`config.mk`:
```
export PLATFORM = sky130hd
export DESIGN_NAME = additive_partial_generator_unit
export DESIGN_NICKNAME = d
export VERILOG_FILES = /design/src/rtl/apg_pkg.sv /design/src/rtl/additive_partial_generator_unit.sv
export SDC_FILE = /design/constraint.sdc
export NUM_CORES = 2
export LEC_CHECK = 0
export ABC_CLOCK_PERIOD_IN_PS = 20900
export BUFFER_PORTS_ARGS = -buffer_cell sky130_fd_sc_hd__buf_2
export CAP_MARGIN = 25
export CELL_PAD_IN_SITES_DETAIL_PLACEMENT = 1
export CELL_PAD_IN_SITES_GLOBAL_PLACEMENT = 2
export CORE_MARGIN = 2
export CORE_UTILIZATION = 40
export CTS_BUF_LIST = sky130_fd_sc_hd__clkbuf_16
export DETAILED_ROUTE_END_ITERATION = 7
export PLACE_DENSITY_LB_ADDON = 0.1
export SLEW_MARGIN = 5
export SYNTH_ARGS = -nofsm -noshare
export SYNTH_HDL_FRONTEND = slang
export SYNTH_SLANG_ARGS = --single-unit
```
`constraint.sdc`:
```
create_clock -name clk -period 20.9 [get_ports clk]
set_clock_uncertainty 0.1 [all_clocks]
set_input_delay 1.045 -clock clk [delete_from_list [all_inputs] [get_ports clk]]
set_output_delay 1.045 -clock clk [all_outputs]
set_load 0.05 [all_outputs]
```
`src/rtl/apg_pkg.sv`:
```
// ----------------------------------------------------------------------------
// apg_pkg
// constants, tables and register codes of the additive partial generator
// ----------------------------------------------------------------------------
package apg_pkg;

  localparam int MAX_PARTIALS = 64;
  localparam int CFG_IDX_W    = 4;
  localparam int CFG_DATA_W   = 18;

  localparam logic [CFG_IDX_W-1:0] REG_MODE  = 4'd0;
  localparam logic [CFG_IDX_W-1:0] REG_COUNT = 4'd1;
  localparam logic [CFG_IDX_W-1:0] REG_SLOPE = 4'd2;
  localparam logic [CFG_IDX_W-1:0] REG_EVEN  = 4'd3;
  localparam logic [CFG_IDX_W-1:0] REG_STIFF = 4'd4;
  localparam logic [CFG_IDX_W-1:0] REG_DEPTH = 4'd5;
  localparam logic [CFG_IDX_W-1:0] REG_POS   = 4'd6;
  localparam logic [CFG_IDX_W-1:0] REG_DAMP  = 4'd7;

  localparam logic [1:0] MODE_HARMONIC = 2'd0;
  localparam logic [1:0] MODE_BAR      = 2'd2;

  localparam logic [31:0] PI_Q30     = 32'd3373259426;
  localparam logic [30:0] ONE_Q30    = 31'h40000000;
  localparam logic [31:0] FLOOR_Q30  = 32'd1073742;
  localparam logic [31:0] DB20_LOG2  = 32'd394566;
  localparam logic [31:0] RECIP_25   = 32'd2684354;
  localparam logic [31:0] RECIP_100  = 32'd20971;

  typedef struct packed {
    logic [9:0]         ratio;
    logic signed [13:0] level;
    logic [10:0]        decay;
  } bell_entry_t;

  // 440 Hz times 2^(k/12) in Q24
  function automatic logic [33:0] f440_lut(input logic [3:0] k);
    logic [33:0] v;
    case (k)
      4'd0:    v = 34'd7381975040;
      4'd1:    v = 34'd7820930040;
      4'd2:    v = 34'd8285986720;
      4'd3:    v = 34'd8778697400;
      4'd4:    v = 34'd9300705920;
      4'd5:    v = 34'd9853754680;
      4'd6:    v = 34'd10439689040;
      4'd7:    v = 34'd11060465240;
      4'd8:    v = 34'd11718154800;
      4'd9:    v = 34'd12414952880;
      4'd10:   v = 34'd13153184000;
      4'd11:   v = 34'd13935313040;
      default: v = 34'd7381975040;
    endcase
    return v;
  endfunction

  function automatic bell_entry_t bell_lookup(input logic bar, input logic [3:0] idx);
    bell_entry_t b;
    if (bar) begin
      case (idx)
        4'd0:    b = '{10'd100, 14'sd0, 11'd256};
        4'd1:    b = '{10'd276, -14'sd1792, 11'd410};
        4'd2:    b = '{10'd540, -14'sd3584, 11'd640};
        default: b = '{10'd893, -14'sd5376, 11'd922};
      endcase
    end else begin
      case (idx)
        4'd0:    b = '{10'd50, -14'sd768, 11'd128};
        4'd1:    b = '{10'd100, 14'sd0, 11'd179};
        4'd2:    b = '{10'd120, -14'sd512, 11'd256};
        4'd3:    b = '{10'd150, -14'sd2304, 11'd333};
        4'd4:    b = '{10'd200, -14'sd768, 11'd384};
        4'd5:    b = '{10'd250, -14'sd2048, 11'd461};
        4'd6:    b = '{10'd267, -14'sd3072, 11'd512};
        4'd7:    b = '{10'd300, -14'sd2816, 11'd589};
        4'd8:    b = '{10'd370, -14'sd3584, 11'd666};
        4'd9:    b = '{10'd420, -14'sd3840, 11'd768};
        4'd10:   b = '{10'd540, -14'sd4864, 11'd896};
        default: b = '{10'd680, -14'sd5888, 11'd1075};
      endcase
    end
    return b;
  endfunction

  // taylor series divisors, innermost first
  function automatic logic [31:0] sine_div(input logic [2:0] j);
    logic [31:0] d;
    case (j)
      3'd0:    d = 32'd110;
      3'd1:    d = 32'd72;
      3'd2:    d = 32'd42;
      3'd3:    d = 32'd20;
      default: d = 32'd6;
    endcase
    return d;
  endfunction

  // floor(2^32 / divisor)
  function automatic logic [31:0] sine_recip(input logic [2:0] j);
    logic [31:0] r;
    case (j)
      3'd0:    r = 32'd39045157;
      3'd1:    r = 32'd59652323;
      3'd2:    r = 32'd102261126;
      3'd3:    r = 32'd214748364;
      default: r = 32'd715827882;
    endcase
    return r;
  endfunction

endpackage

```
`src/rtl/additive_partial_generator_unit.sv`:
```
// ----------------------------------------------------------------------------
// additive_partial_generator_unit
// one note in, a series of partials out, all arithmetic on one shared
// 32x32 multiplier and a bit-serial square root under a sequencer
// harmonic mode: per partial a 20-step square root, a 16-step log loop and,
// if comb depth is nonzero, a sine series and a second 16-step log loop; up to 64 partials
// bell modes: a multiply, a divide and a rounding fix per partial; not ready until the last partial is taken
// reset: synchronous, config registers, state and out_valid return to their reset values, block idles
// ----------------------------------------------------------------------------
module additive_partial_generator_unit (
  input  logic                             clk,
  input  logic                             rst,
  input  logic                             cfg_valid,
  output logic                             cfg_ready,
  input  logic [apg_pkg::CFG_IDX_W-1:0]    cfg_index,
  input  logic [apg_pkg::CFG_DATA_W-1:0]   cfg_data,
  input  logic                             in_valid,
  output logic                             in_stall,
  input  logic [6:0]                       note_number,
  output logic                             out_valid,
  input  logic                             out_stall,
  output logic [31:0]                      partial_freq,
  output logic signed [19:0]               partial_level,
  output logic [15:0]                      decay_factor,
  output logic [6:0]                       partial_number,
  output logic                             last_partial
);
  import apg_pkg::*;

  typedef enum logic [4:0] {
    S_IDLE, S_BELL_MUL, S_BELL_DIV, S_BELL_FIX, S_NSQ, S_STIFF, S_SQRT,
    S_F0N, S_FLO, S_FHI, S_LNORM, S_LSQ, S_SLOPE, S_PH, S_Y, S_Y2, S_TMUL,
    S_DIV, S_DFIX, S_SFIN, S_COMB1, S_COMB2, S_DEC1, S_DEC2, S_DEC3, S_DEC4,
    S_OUT
  } state_t;

  logic [1:0]         partial_mode;
  logic [6:0]         partial_count;
  logic signed [13:0] slope_db_per_octave;
  logic [8:0]         even_cut;
  logic [17:0]        stiffness;
  logic [8:0]         comb_depth;
  logic [15:0]        comb_position;
  logic [8:0]         high_damping;

  state_t       state;
  logic [6:0]   n;
  logic [6:0]   last_n;
  logic [29:0]  f0;
  logic [35:0]  f0n;
  logic [52:0]  fr;
  logic [39:0]  sq_v;
  logic [39:0]  sq_r;
  logic [4:0]   sq_i;
  logic [31:0]  lg_m;
  logic [3:0]   lg_sh;
  logic [15:0]  lg_frac;
  logic [3:0]   lg_cnt;
  logic         lg_for_sine;
  logic signed [21:0] lvl;
  logic [15:0]  ph;
  logic [30:0]  y;
  logic [31:0]  y2;
  logic [30:0]  tv;
  logic [39:0]  dv;
  logic [31:0]  qv;
  logic [2:0]   dj;
  logic [31:0]  freq_r;

  // shared multiplier
  logic [31:0] mul_a;
  logic [31:0] mul_b;
  logic [63:0] prod;

  // helpers
  logic [7:0]  e_val;
  logic [14:0] e_mul;
  logic [3:0]  oct;
  logic [7:0]  semi_full;
  logic [43:0] f0_wide;
  logic [6:0]  cnt_clamped;
  logic [6:0]  bell_len;
  bell_entry_t bell;
  logic [39:0] sq_bit;
  logic [39:0] sq_sum;
  logic [32:0] lsq_m;
  logic [18:0] ln_val;
  logic [19:0] lmag;
  logic        slope_neg;
  logic [13:0] slope_mag;
  logic signed [34:0] sp_s;
  logic signed [34:0] sv;
  logic signed [34:0] st_full;
  logic [14:0] even_amt;
  logic signed [21:0] lvl_slope;
  logic signed [49:0] cbias;
  logic signed [49:0] ct_full;
  logic [15:0] ph_raw;
  logic [32:0] dfix_r;
  logic [31:0] dfix_q;
  logic [31:0] s_raw;
  logic [31:0] s_clamp;
  logic [59:0] f_total;
  logic [25:0] bell_r;
  logic [20:0] dec_r;
  logic [31:0] dec_q;
  logic [16:0] dec_sum;
  logic [19:0] lvl_sat;

  assign cfg_ready = 1'b1;
  assign in_stall  = (state != S_IDLE);

  always_ff @(posedge clk) begin
    if (rst) begin
      partial_mode        <= MODE_HARMONIC;
      partial_count       <= 7'd1;
      slope_db_per_octave <= '0;
      even_cut            <= '0;
      stiffness           <= '0;
      comb_depth          <= '0;
      comb_position       <= 16'd18350;
      high_damping        <= '0;
    end else if (cfg_valid) begin
      case (cfg_index)
        REG_MODE:  partial_mode        <= cfg_data[1:0];
        REG_COUNT: partial_count       <= cfg_data[6:0];
        REG_SLOPE: slope_db_per_octave <= $signed(cfg_data[13:0]);
        REG_EVEN:  even_cut            <= cfg_data[8:0];
        REG_STIFF: stiffness           <= cfg_data[17:0];
        REG_DEPTH: comb_depth          <= cfg_data[8:0];
        REG_POS:   comb_position       <= cfg_data[15:0];
        REG_DAMP:  high_damping        <= cfg_data[8:0];
        default:   ;
      endcase
    end
  end

  // equal tempered fundamental
  assign e_val     = {1'b0, note_number} + 8'd3;
  assign e_mul     = ({7'b0, e_val} << 7) + ({7'b0, e_val} << 5) + ({7'b0, e_val} << 3)
                   + ({7'b0, e_val} << 1) + {7'b0, e_val};
  assign oct       = e_mul[14:11];
  assign semi_full = e_val - ({4'b0, oct} << 3) - ({4'b0, oct} << 2);
  assign f0_wide   = ({10'b0, f440_lut(semi_full[3:0])} << oct) + 44'd8192;

  assign cnt_clamped = (partial_count == 7'd0) ? 7'd1 :
                       (partial_count > 7'(MAX_PARTIALS)) ? 7'(MAX_PARTIALS) : partial_count;
  assign bell_len    = (partial_mode == MODE_BAR) ?
                       ((7'd4 > 7'(MAX_PARTIALS)) ? 7'(MAX_PARTIALS) : 7'd4) :
                       ((7'd12 > 7'(MAX_PARTIALS)) ? 7'(MAX_PARTIALS) : 7'd12);
  assign bell        = bell_lookup(partial_mode == MODE_BAR, 4'(n - 7'd1));

  always_comb begin
    mul_a = '0;
    mul_b = '0;
    case (state)
      S_BELL_MUL: begin mul_a = {2'b0, f0};         mul_b = {22'b0, bell.ratio}; end
      S_BELL_DIV: begin mul_a = {6'b0, dv[39:14]};  mul_b = RECIP_25;            end
      S_BELL_FIX: begin mul_a = qv;                 mul_b = 32'd25;              end
      S_NSQ:      begin mul_a = {25'b0, n};         mul_b = {25'b0, n};          end
      S_STIFF:    begin mul_a = {14'b0, stiffness}; mul_b = {19'b0, dv[12:0]};   end
      S_F0N:      begin mul_a = {2'b0, f0};         mul_b = {25'b0, n};          end
      S_FLO:      begin mul_a = f0n[31:0];          mul_b = {11'b0, sq_r[20:0]}; end
      S_FHI:      begin mul_a = {28'b0, f0n[35:32]}; mul_b = {11'b0, sq_r[20:0]}; end
      S_LSQ:      begin mul_a = lg_m;               mul_b = lg_m;                end
      S_SLOPE:    begin mul_a = {18'b0, slope_mag}; mul_b = {13'b0, ln_val};     end
      S_PH:       begin mul_a = {25'b0, n};         mul_b = {16'b0, comb_position}; end
      S_Y:        begin mul_a = {16'b0, ph};        mul_b = PI_Q30;              end
      S_Y2:       begin mul_a = {1'b0, y};          mul_b = {1'b0, y};           end
      S_TMUL:     begin mul_a = y2;                 mul_b = {1'b0, tv};          end
      S_DIV:      begin mul_a = dv[31:0];           mul_b = sine_recip(dj);      end
      S_DFIX:     begin mul_a = qv;                 mul_b = sine_div(dj);        end
      S_SFIN:     begin mul_a = {1'b0, y};          mul_b = {1'b0, tv};          end
      S_COMB1:    begin mul_a = {23'b0, comb_depth}; mul_b = {12'b0, lmag};      end
      S_COMB2:    begin mul_a = qv;                 mul_b = DB20_LOG2;           end
      S_DEC1:     begin mul_a = {23'b0, high_damping}; mul_b = {25'b0, n - 7'd1}; end
      S_DEC2:     begin mul_a = dv[31:0];           mul_b = 32'd35;              end
      S_DEC3:     begin mul_a = dv[31:0];           mul_b = RECIP_100;           end
      S_DEC4:     begin mul_a = qv;                 mul_b = 32'd100;             end
      default:    begin mul_a = '0;                 mul_b = '0;                  end
    endcase
  end

  assign prod = mul_a * mul_b;

  // square root step
  assign sq_bit = 40'd1 << (6'd38 - {sq_i, 1'b0});
  assign sq_sum = sq_r + sq_bit;

  // log squaring step
  assign lsq_m  = prod[62:30];
  assign ln_val = {3'd6 - lg_sh[2:0], lg_frac};
  assign lmag   = {lg_sh, 16'b0} - {4'b0, lg_frac};

  // slope and even terms
  assign slope_neg = slope_db_per_octave[13];
  assign slope_mag = slope_neg ? 14'(-slope_db_per_octave) : slope_db_per_octave;
  assign sp_s      = $signed({2'b0, prod[32:0]});
  assign sv        = slope_neg ? -sp_s : sp_s;
  assign st_full   = (sv + 35'sd32768) >>> 16;
  assign even_amt  = n[0] ? 15'd0 : ({6'b0, even_cut} << 5) + ({6'b0, even_cut} << 4);
  assign lvl_slope = st_full[21:0] - $signed({7'b0, even_amt});

  // comb term
  assign cbias   = 50'sh80000000 - $signed({2'b0, prod[47:0]});
  assign ct_full = cbias >>> 32;

  assign ph_raw  = prod[15:0];
  assign dfix_r  = {1'b0, dv[31:0]} - prod[32:0];
  assign dfix_q  = (dfix_r >= {1'b0, sine_div(dj)}) ? qv + 32'd1 : qv;
  assign s_raw   = prod[61:30];
  assign s_clamp = (s_raw < FLOOR_Q30) ? FLOOR_Q30 :
                   (s_raw > {1'b0, ONE_Q30}) ? {1'b0, ONE_Q30} : s_raw;

  assign f_total = {7'b0, fr} + {prod[27:0], 32'b0} + 60'h8000000;
  assign bell_r  = dv[39:14] - prod[25:0];
  assign dec_r   = dv[20:0] - prod[20:0];
  assign dec_q   = (dec_r >= 21'd100) ? qv + 32'd1 : qv;
  assign dec_sum = 17'd256 + dec_q[16:0];
  assign lvl_sat = (lvl > 22'sd524287) ? 20'h7FFFF :
                   (lvl < -22'sd524288) ? 20'h80000 : lvl[19:0];

  always_ff @(posedge clk) begin
    if (rst) begin
      state     <= S_IDLE;
      out_valid <= 1'b0;
    end else begin
      case (state)
        S_IDLE: begin
          if (in_valid) begin
            f0 <= f0_wide[43:14];
            n  <= 7'd1;
            if (partial_mode != MODE_HARMONIC) begin
              last_n <= bell_len;
              state  <= S_BELL_MUL;
            end else begin
              last_n <= cnt_clamped;
              state  <= S_NSQ;
            end
          end
        end
        S_BELL_MUL: begin
          dv    <= prod[39:0] + 40'd204800;
          state <= S_BELL_DIV;
        end
        S_BELL_DIV: begin
          qv    <= 32'(prod[63:26]);
          state <= S_BELL_FIX;
        end
        S_BELL_FIX: begin
          partial_freq   <= (bell_r >= 26'd25) ? qv + 32'd1 : qv;
          partial_level  <= 20'(bell.level);
          decay_factor   <= {5'b0, bell.decay};
          partial_number <= n;
          last_partial   <= (n == last_n);
          out_valid      <= 1'b1;
          state          <= S_OUT;
        end
        S_NSQ: begin
          dv    <= {27'b0, prod[12:0]};
          state <= S_STIFF;
        end
        S_STIFF: begin
          sq_v  <= {prod[31:0] + 32'h01000000, 8'b0};
          sq_r  <= '0;
          sq_i  <= '0;
          state <= S_SQRT;
        end
        S_SQRT: begin
          if (sq_v >= sq_sum) begin
            sq_v <= sq_v - sq_sum;
            sq_r <= (sq_r >> 1) + sq_bit;
          end else begin
            sq_r <= sq_r >> 1;
          end
          sq_i <= sq_i + 5'd1;
          if (sq_i == 5'd19) begin
            state <= S_F0N;
          end
        end
        S_F0N: begin
          f0n   <= prod[35:0];
          state <= S_FLO;
        end
        S_FLO: begin
          fr    <= prod[52:0];
          state <= S_FHI;
        end
        S_FHI: begin
          freq_r      <= f_total[59:28];
          lg_m        <= {1'b0, n, 24'b0};
          lg_sh       <= '0;
          lg_cnt      <= '0;
          lg_for_sine <= 1'b0;
          state       <= S_LNORM;
        end
        S_LNORM: begin
          if (lg_m[30]) begin
            state <= S_LSQ;
          end else begin
            lg_m  <= lg_m << 1;
            lg_sh <= lg_sh + 4'd1;
          end
        end
        S_LSQ: begin
          lg_frac <= {lg_frac[14:0], lsq_m[31]};
          lg_m    <= lsq_m[31] ? lsq_m[32:1] : lsq_m[31:0];
          lg_cnt  <= lg_cnt + 4'd1;
          if (lg_cnt == 4'd15) begin
            state <= lg_for_sine ? S_COMB1 : S_SLOPE;
          end
        end
        S_SLOPE: begin
          lvl   <= lvl_slope;
          state <= (comb_depth != 9'd0) ? S_PH : S_DEC1;
        end
        S_PH: begin
          ph    <= (ph_raw > 16'd32768) ? 16'(17'd65536 - {1'b0, ph_raw}) : ph_raw;
          state <= S_Y;
        end
        S_Y: begin
          y     <= prod[46:16];
          state <= S_Y2;
        end
        S_Y2: begin
          y2    <= prod[61:30];
          dv    <= {8'b0, prod[61:30]};
          dj    <= '0;
          state <= S_DIV;
        end
        S_TMUL: begin
          dv    <= {8'b0, prod[61:30]};
          state <= S_DIV;
        end
        S_DIV: begin
          qv    <= prod[63:32];
          state <= S_DFIX;
        end
        S_DFIX: begin
          tv <= ONE_Q30 - dfix_q[30:0];
          if (dj == 3'd4) begin
            state <= S_SFIN;
          end else begin
            dj    <= dj + 3'd1;
            state <= S_TMUL;
          end
        end
        S_SFIN: begin
          lg_m        <= s_clamp;
          lg_sh       <= '0;
          lg_cnt      <= '0;
          lg_for_sine <= 1'b1;
          state       <= S_LNORM;
        end
        S_COMB1: begin
          qv    <= prod[31:0];
          state <= S_COMB2;
        end
        S_COMB2: begin
          lvl   <= lvl + ct_full[21:0];
          state <= S_DEC1;
        end
        S_DEC1: begin
          dv    <= {24'b0, prod[15:0]};
          state <= S_DEC2;
        end
        S_DEC2: begin
          dv    <= {19'b0, prod[20:0] + 21'd50};
          state <= S_DEC3;
        end
        S_DEC3: begin
          qv    <= 32'(prod[63:21]);
          state <= S_DEC4;
        end
        S_DEC4: begin
          partial_freq   <= freq_r;
          partial_level  <= lvl_sat;
          decay_factor   <= dec_sum[16] ? 16'hFFFF : dec_sum[15:0];
          partial_number <= n;
          last_partial   <= (n == last_n);
          out_valid      <= 1'b1;
          state          <= S_OUT;
        end
        S_OUT: begin
          if (!out_stall) begin
            out_valid <= 1'b0;
            if (last_partial) begin
              state <= S_IDLE;
            end else begin
              n     <= n + 7'd1;
              state <= (partial_mode != MODE_HARMONIC) ? S_BELL_MUL : S_NSQ;
            end
          end
        end
        default: state <= S_IDLE;
      endcase
    end
  end

endmodule

```
# After elaboration in Yosys (flattened, before gate mapping)
# Memories as Yosys holds them, arrays and structs flattened.
# Index checks and enable logic that the tools add are counted.
# op_classes
add_sub_neg	39
bitwise_logic	1
mul	1
n_lt_le_gt_ge	10
reduce_logical	64
n_shift	2
mux	59
eq_ne	52
# op_table
op	count
$pmux 32 s20	1
$pmux 32 s15	1
$pmux 32 s4	2
$pmux 40 s5	1
$mux 32	5
$pmux 40 s2	2
$pmux 30 s4	1
$pmux 5 s24	1
$pmux 35 s3	1
$mux 40	2
$mux 35	2
$mul 32x32->64	1
$pmux 32 s2	1
$add 53x60->60	1
$add 60x28->60 const B	1
$eq 5x5->1 const B	12
$reduce_and 2->1	26
$sub 32x48->49 const A	1
$add 44x14->44 const B	1
$pmux 22 s2	1
$shl 34x4->44	1
$mux 7	6
$add 39x40->40	1
$add 40x18->40 const B	1
other kinds (89)	155
# word_totals
n_memories	2
out_inout_bits	79
mem_bits_ro	928
inputBits	34
elab_cells	268
regBits	680
# mem_list
name	words	width	rd	rd_ports_with_merged_regs	write_ports	line	source
(name not given)	16	31	1	0	0	apg_pkg.sv:39	case (k)
(name not given)	16	27	1	0	0	apg_pkg.sv:67	case (idx)

# Longest topological paths before layout
# depth
word_depth	12
ltp_mapped	69
ltp_nobuf	61

# Worst setup path after synthesis
# No wires, ideal clock.
# synth_path
path_type	flip-flop to flip-flop
startpoint	register n[0]
endpoint	register tv[30] (data pin)
stages_incl_launch_ff	60
arrival_time_ns	14.856
required_ns	20.540
n_path_buf	6
path_slack_ns	5.685
setup_ns	0.260
synth_period_minus_slack_ns	15.215
path_cell_list	edfxtp_1 buf_6 inv_1 clkbuf_1 ha_1 inv_1 ha_1 inv_1 clkbuf_1 o22ai_1 a221o_1 nor4b_1 clkbuf_1 nor2_1 fa_1 inv_1 fa_1 inv_1 (+24 left out) and3_1 mux2i_1 a2111o_1 a2111oi_2 and4bb_2 nand2_2 clkbuf_1 clkbuf_1 xnor2_1 ha_1 nand2_1 nor3b_1 o211ai_1 mux2i_2 nand2_1 or4b_4 nand4b_1 xnor2_1
# synth_between
elab_chain_cells	10
elab_cells_between_ends	14
cone_classes	add/sub (3); mul (1); order compare (1); eq/ne (2); mux (5); reduce/logical (1); memory (1)
# synth_lines
item	line	source
from (decl)	additive_partial_generator_unit.sv:47	logic [6:0] n;
from (signal assigned)	additive_partial_generator_unit.sv:390	n <= n + 7'd1;
parallel branches: the longest is 5 deep, another holds $mem_v2 16x27	n/a	
$mul 32x32->64 (*)	additive_partial_generator_unit.sv:184	assign prod = mul_a * mul_b;
via prod[13]	additive_partial_generator_unit.sv:73	logic [63:0] prod;
$sub 32x33->33 (*)	additive_partial_generator_unit.sv:209	assign dfix_r = {1'b0, dv[31:0]} - prod[32:0];
$ge 33x32->1 (*)	additive_partial_generator_unit.sv:210	assign dfix_q = (dfix_r >= {1'b0, sine_div(dj)}) ? qv + 32'd1 : qv;
$mux 31 (*)	additive_partial_generator_unit.sv:210	
$sub 31x31->31 (*)	additive_partial_generator_unit.sv:340	tv <= ONE_Q30 - dfix_q[30:0];
to (signal assigned)	additive_partial_generator_unit.sv:340	
to (decl)	additive_partial_generator_unit.sv:64	logic [30:0] tv;
# Mark *: on every way through the listed nets, which the timed path passes.
# A chain may end at the register's enable or synchronous reset.

# Final worst setup path
# layout_path
startpoint	register n[0]
endpoint	register tv[28] (data pin)
# Same word-level chain as after synthesis.

==> metrics <==
initial antenna violation count=62; met3 routed WL=43.9 mm; clk_lat worst skew=0.74 ns; Post-synth EDFFs=563; CTS Hold Bufs=0; synthesized flop and latch total=653; WHS=0.369 ns; DR vias/cell=6.25; Net Count, Synth=10800; DP HPWL=320 mm; vias post-DR=75900; WP data arrival=18.80 ns; post-synth top area share=22.2%; area leader, netlist=fa_1; RSZ-0062 raised after global routing=no; die height=457 µm; syn avg cell area=8.80 µm²; violations in the final reports=design-rule violations; Crit Path Category=flop to flop; CTS Root Cell=clkbuf_16; Die Span X=457 µm; highest layer used for signal routing=met5; CTS tree=built; Resized Gates After CTS=0; Syn-to-layout area delta=9.62%; grt ovf=0; met1 wire length=163 mm; first drt pass iteration count=8; hold crit path type=flop to flop; synth top area cells=fa_1 22%, edfxtp_1 21%, ha_1 8.0%; sequential area share after synthesis=22.8%; Power Density=162 nW/µm²; H-tree depth=3; critical path's slowest cell=edfxtp_1; reg2reg path depth=53; relative slew slack=0.634%; Leak=39.1 nW; CTS sink count=653; CTS Buffer Depth=3; share of cells above drive strength 1=8.59%; Placed Instances=11900; final wirelength=413 mm; Post-DP Area=87000 µm²; number of global-route vias before repair=76800; multi-input logic area=57400 µm²; total track usage=38.8%; Crit. End Element=flop; Crit path required time=21.27 ns; FF/Latch Area=18700 µm²; Syn Inst Count=9341; Post-layout nets=10800; top_reg_cell synth=edfxtp_1; asr flop ratio synth=0%; fmax=54.3 MHz; Inserted Clock Buffers=85; Post-Syn Area=82200 µm²; fin crit share=88.2%; clock-pin slew on the worst setup and hold paths=0.06 ns; sum of negative setup slack=0 ns; die area=209000 µm²; Detail Route Antenna Nets=0; Max-cap violations=0; starting density of the core=40.2%; fillers=23800; finished layout cell area=90100 µm²; Met2 Wirelength=178 mm; Pins Over Slew Limit=0; DR DRC count=34; std cell rows=166; Worst Tran Pin Value=1.49 ns; Largest delay share family, worst path=adder cells; Final Non-Filler Cells=12100; wire per inst=34.0 µm; Post-CTS Setup Bufs=0; Worst Setup Start Kind=flop; IO Pins=113; Finish-stage setup viols=0; routability cong.=1.13; largest fanout on the critical path=26; status=complete, but fails checks; Worst VDD drop=0.126 mV; largest net degree at the start of global routing=72; total core area=204000 µm²; Buf+Inv Stages, Crit Path=9; I/O Buffers=111; max incr delay on CP=0.99 ns; 1st-iter DRT viols=9404; cell depth of the worst setup path=53; synth unique cells=127; Hold Path Depth=2; first-pass GRT wire length=579 mm; minimum clock period=18.43 ns; yosys synthesis warning count=0; Final Hold Vio Count=0
where the power goes:
part           total, mW  internal [mW]  switching [mW]
logic               11.0           3.45            7.59
registers           2.00           1.78           0.224
clock network       1.52          0.849           0.673
layer usage:
metal  up-vias  global-route usage, %
li1      31500                      -
met1     39200                   49.3
met2      3991                   58.6
met3      1108                   12.0
met4        32                   21.6
met5         -                      0
stage by stage:
step	total power, mW	utilization [%]	setup slack (ns)
after floorplan	8.26	-	5.68
after global placement	12.4	42.5	2.30
after detailed placement	12.6	42.6	2.81
after CTS	14.1	43.9	2.82
after global routing	15.1	44.0	1.60
final	14.6	44.1	2.47
cells in the final DEF, fill, tap and decap left out, drive strengths merged, types with 28 or more instances in the layout:
cell / Yosys / layout
nor2b: 55 / 55
dfxtp: 90 / 90
a21oi: 397 / 397
o31ai: 32 / 32
a31oi: 69 / 69
nand2b: 83 / 83
o211ai: 47 / 47
ha: 526 / 526
nor2: 871 / 871
buf: 87 / 434
o21ai: 419 / 419
or3: 42 / 42
nand2: 1304 / 1304
and2: 70 / 70
clkinv: 11 / 43
nand3: 169 / 169
nor4: 41 / 41
a222oi: 63 / 63
nor3: 133 / 133
xor2: 204 / 204
diode: 0 / 31
a31o: 39 / 39
a22oi: 80 / 80
clkbuf: 428 / 92
a221o: 28 / 28
o21a: 46 / 46
a21o: 101 / 101
inv: 1216 / 1241
fa: 913 / 913
nand4: 68 / 68
xnor2: 338 / 338
edfxtp: 563 / 563
a221oi: 64 / 64
a211oi: 67 / 67
mux2i: 104 / 104
and3: 87 / 87
o21bai: 42 / 42
o22ai: 29 / 29
state kept, by name (all words and copies together), names as in the netlist, 14 cells and up:
signal and count:
partial_freq 32, lvl 22, fr 26, slope_db_per_octave 14, ph 16, decay_factor 16
y2 32, lg_m 32, sq_r 40, dv 40, stiffness 18, f0n 36
partial_level 20, qv 32, tv 31, sq_v 40, comb_position 16, freq_r 32
y 31, f0 30, lg_frac 16
tightest hold or removal path: cells and delay by family (launching register included):
kind	cells	cell delay (ns)
flip-flops	1	0.32
AND/OR/NAND/NOR	1	0.05
AO/OA/AOI/OAI	1	0.05
final timing paths:
kind / from / end / slack (ns)
worst min register to register: stiffness[8] / stiffness[8] / 0.37
worst max-delay path: n[0] / tv[28] / 2.47
worst min-delay path: stiffness[8] / stiffness[8] / 0.37
worst max register to register: n[0] / tv[28] / 2.47
area by class of cell:
cell class                 count  area share [%]
antenna                       31          0.0861
clock buffer                  89            2.47
clock inverter                66           0.603
inverter                    1227            5.11
multi-input combinational   6946            63.7
sequential                   653            20.8
tap                         2688            3.73
timing repair buffer         438            3.50
cells in the mapped netlist, types with 169 or more instances:
master	instances
a21oi_1	395
clkbuf_1	428
edfxtp_1	563
fa_1	913
ha_1	526
inv_1	1208
nand2_1	1303
nand3_1	169
nor2_1	869
o21ai_0	409
xnor2_1	334
xor2_1	204
logic make-up after synthesis:
| family | Yosys count | share of synthesized area, % |
|---|---|---|
| and+or+nand+nor | 3054 | 16.6 |
| other | 1 | 0.00456 |
| AOI/OAI and AO/OA | 1765 | 14.6 |
| xor gates and xnor gates | 544 | 5.89 |
| buffers and inverters | 1742 | 8.14 |
| DFF | 653 | 22.8 |
| adders and majority gates | 1451 | 30.4 |
| muxes | 131 | 1.66 |
(Power assumes the default switching activity.)
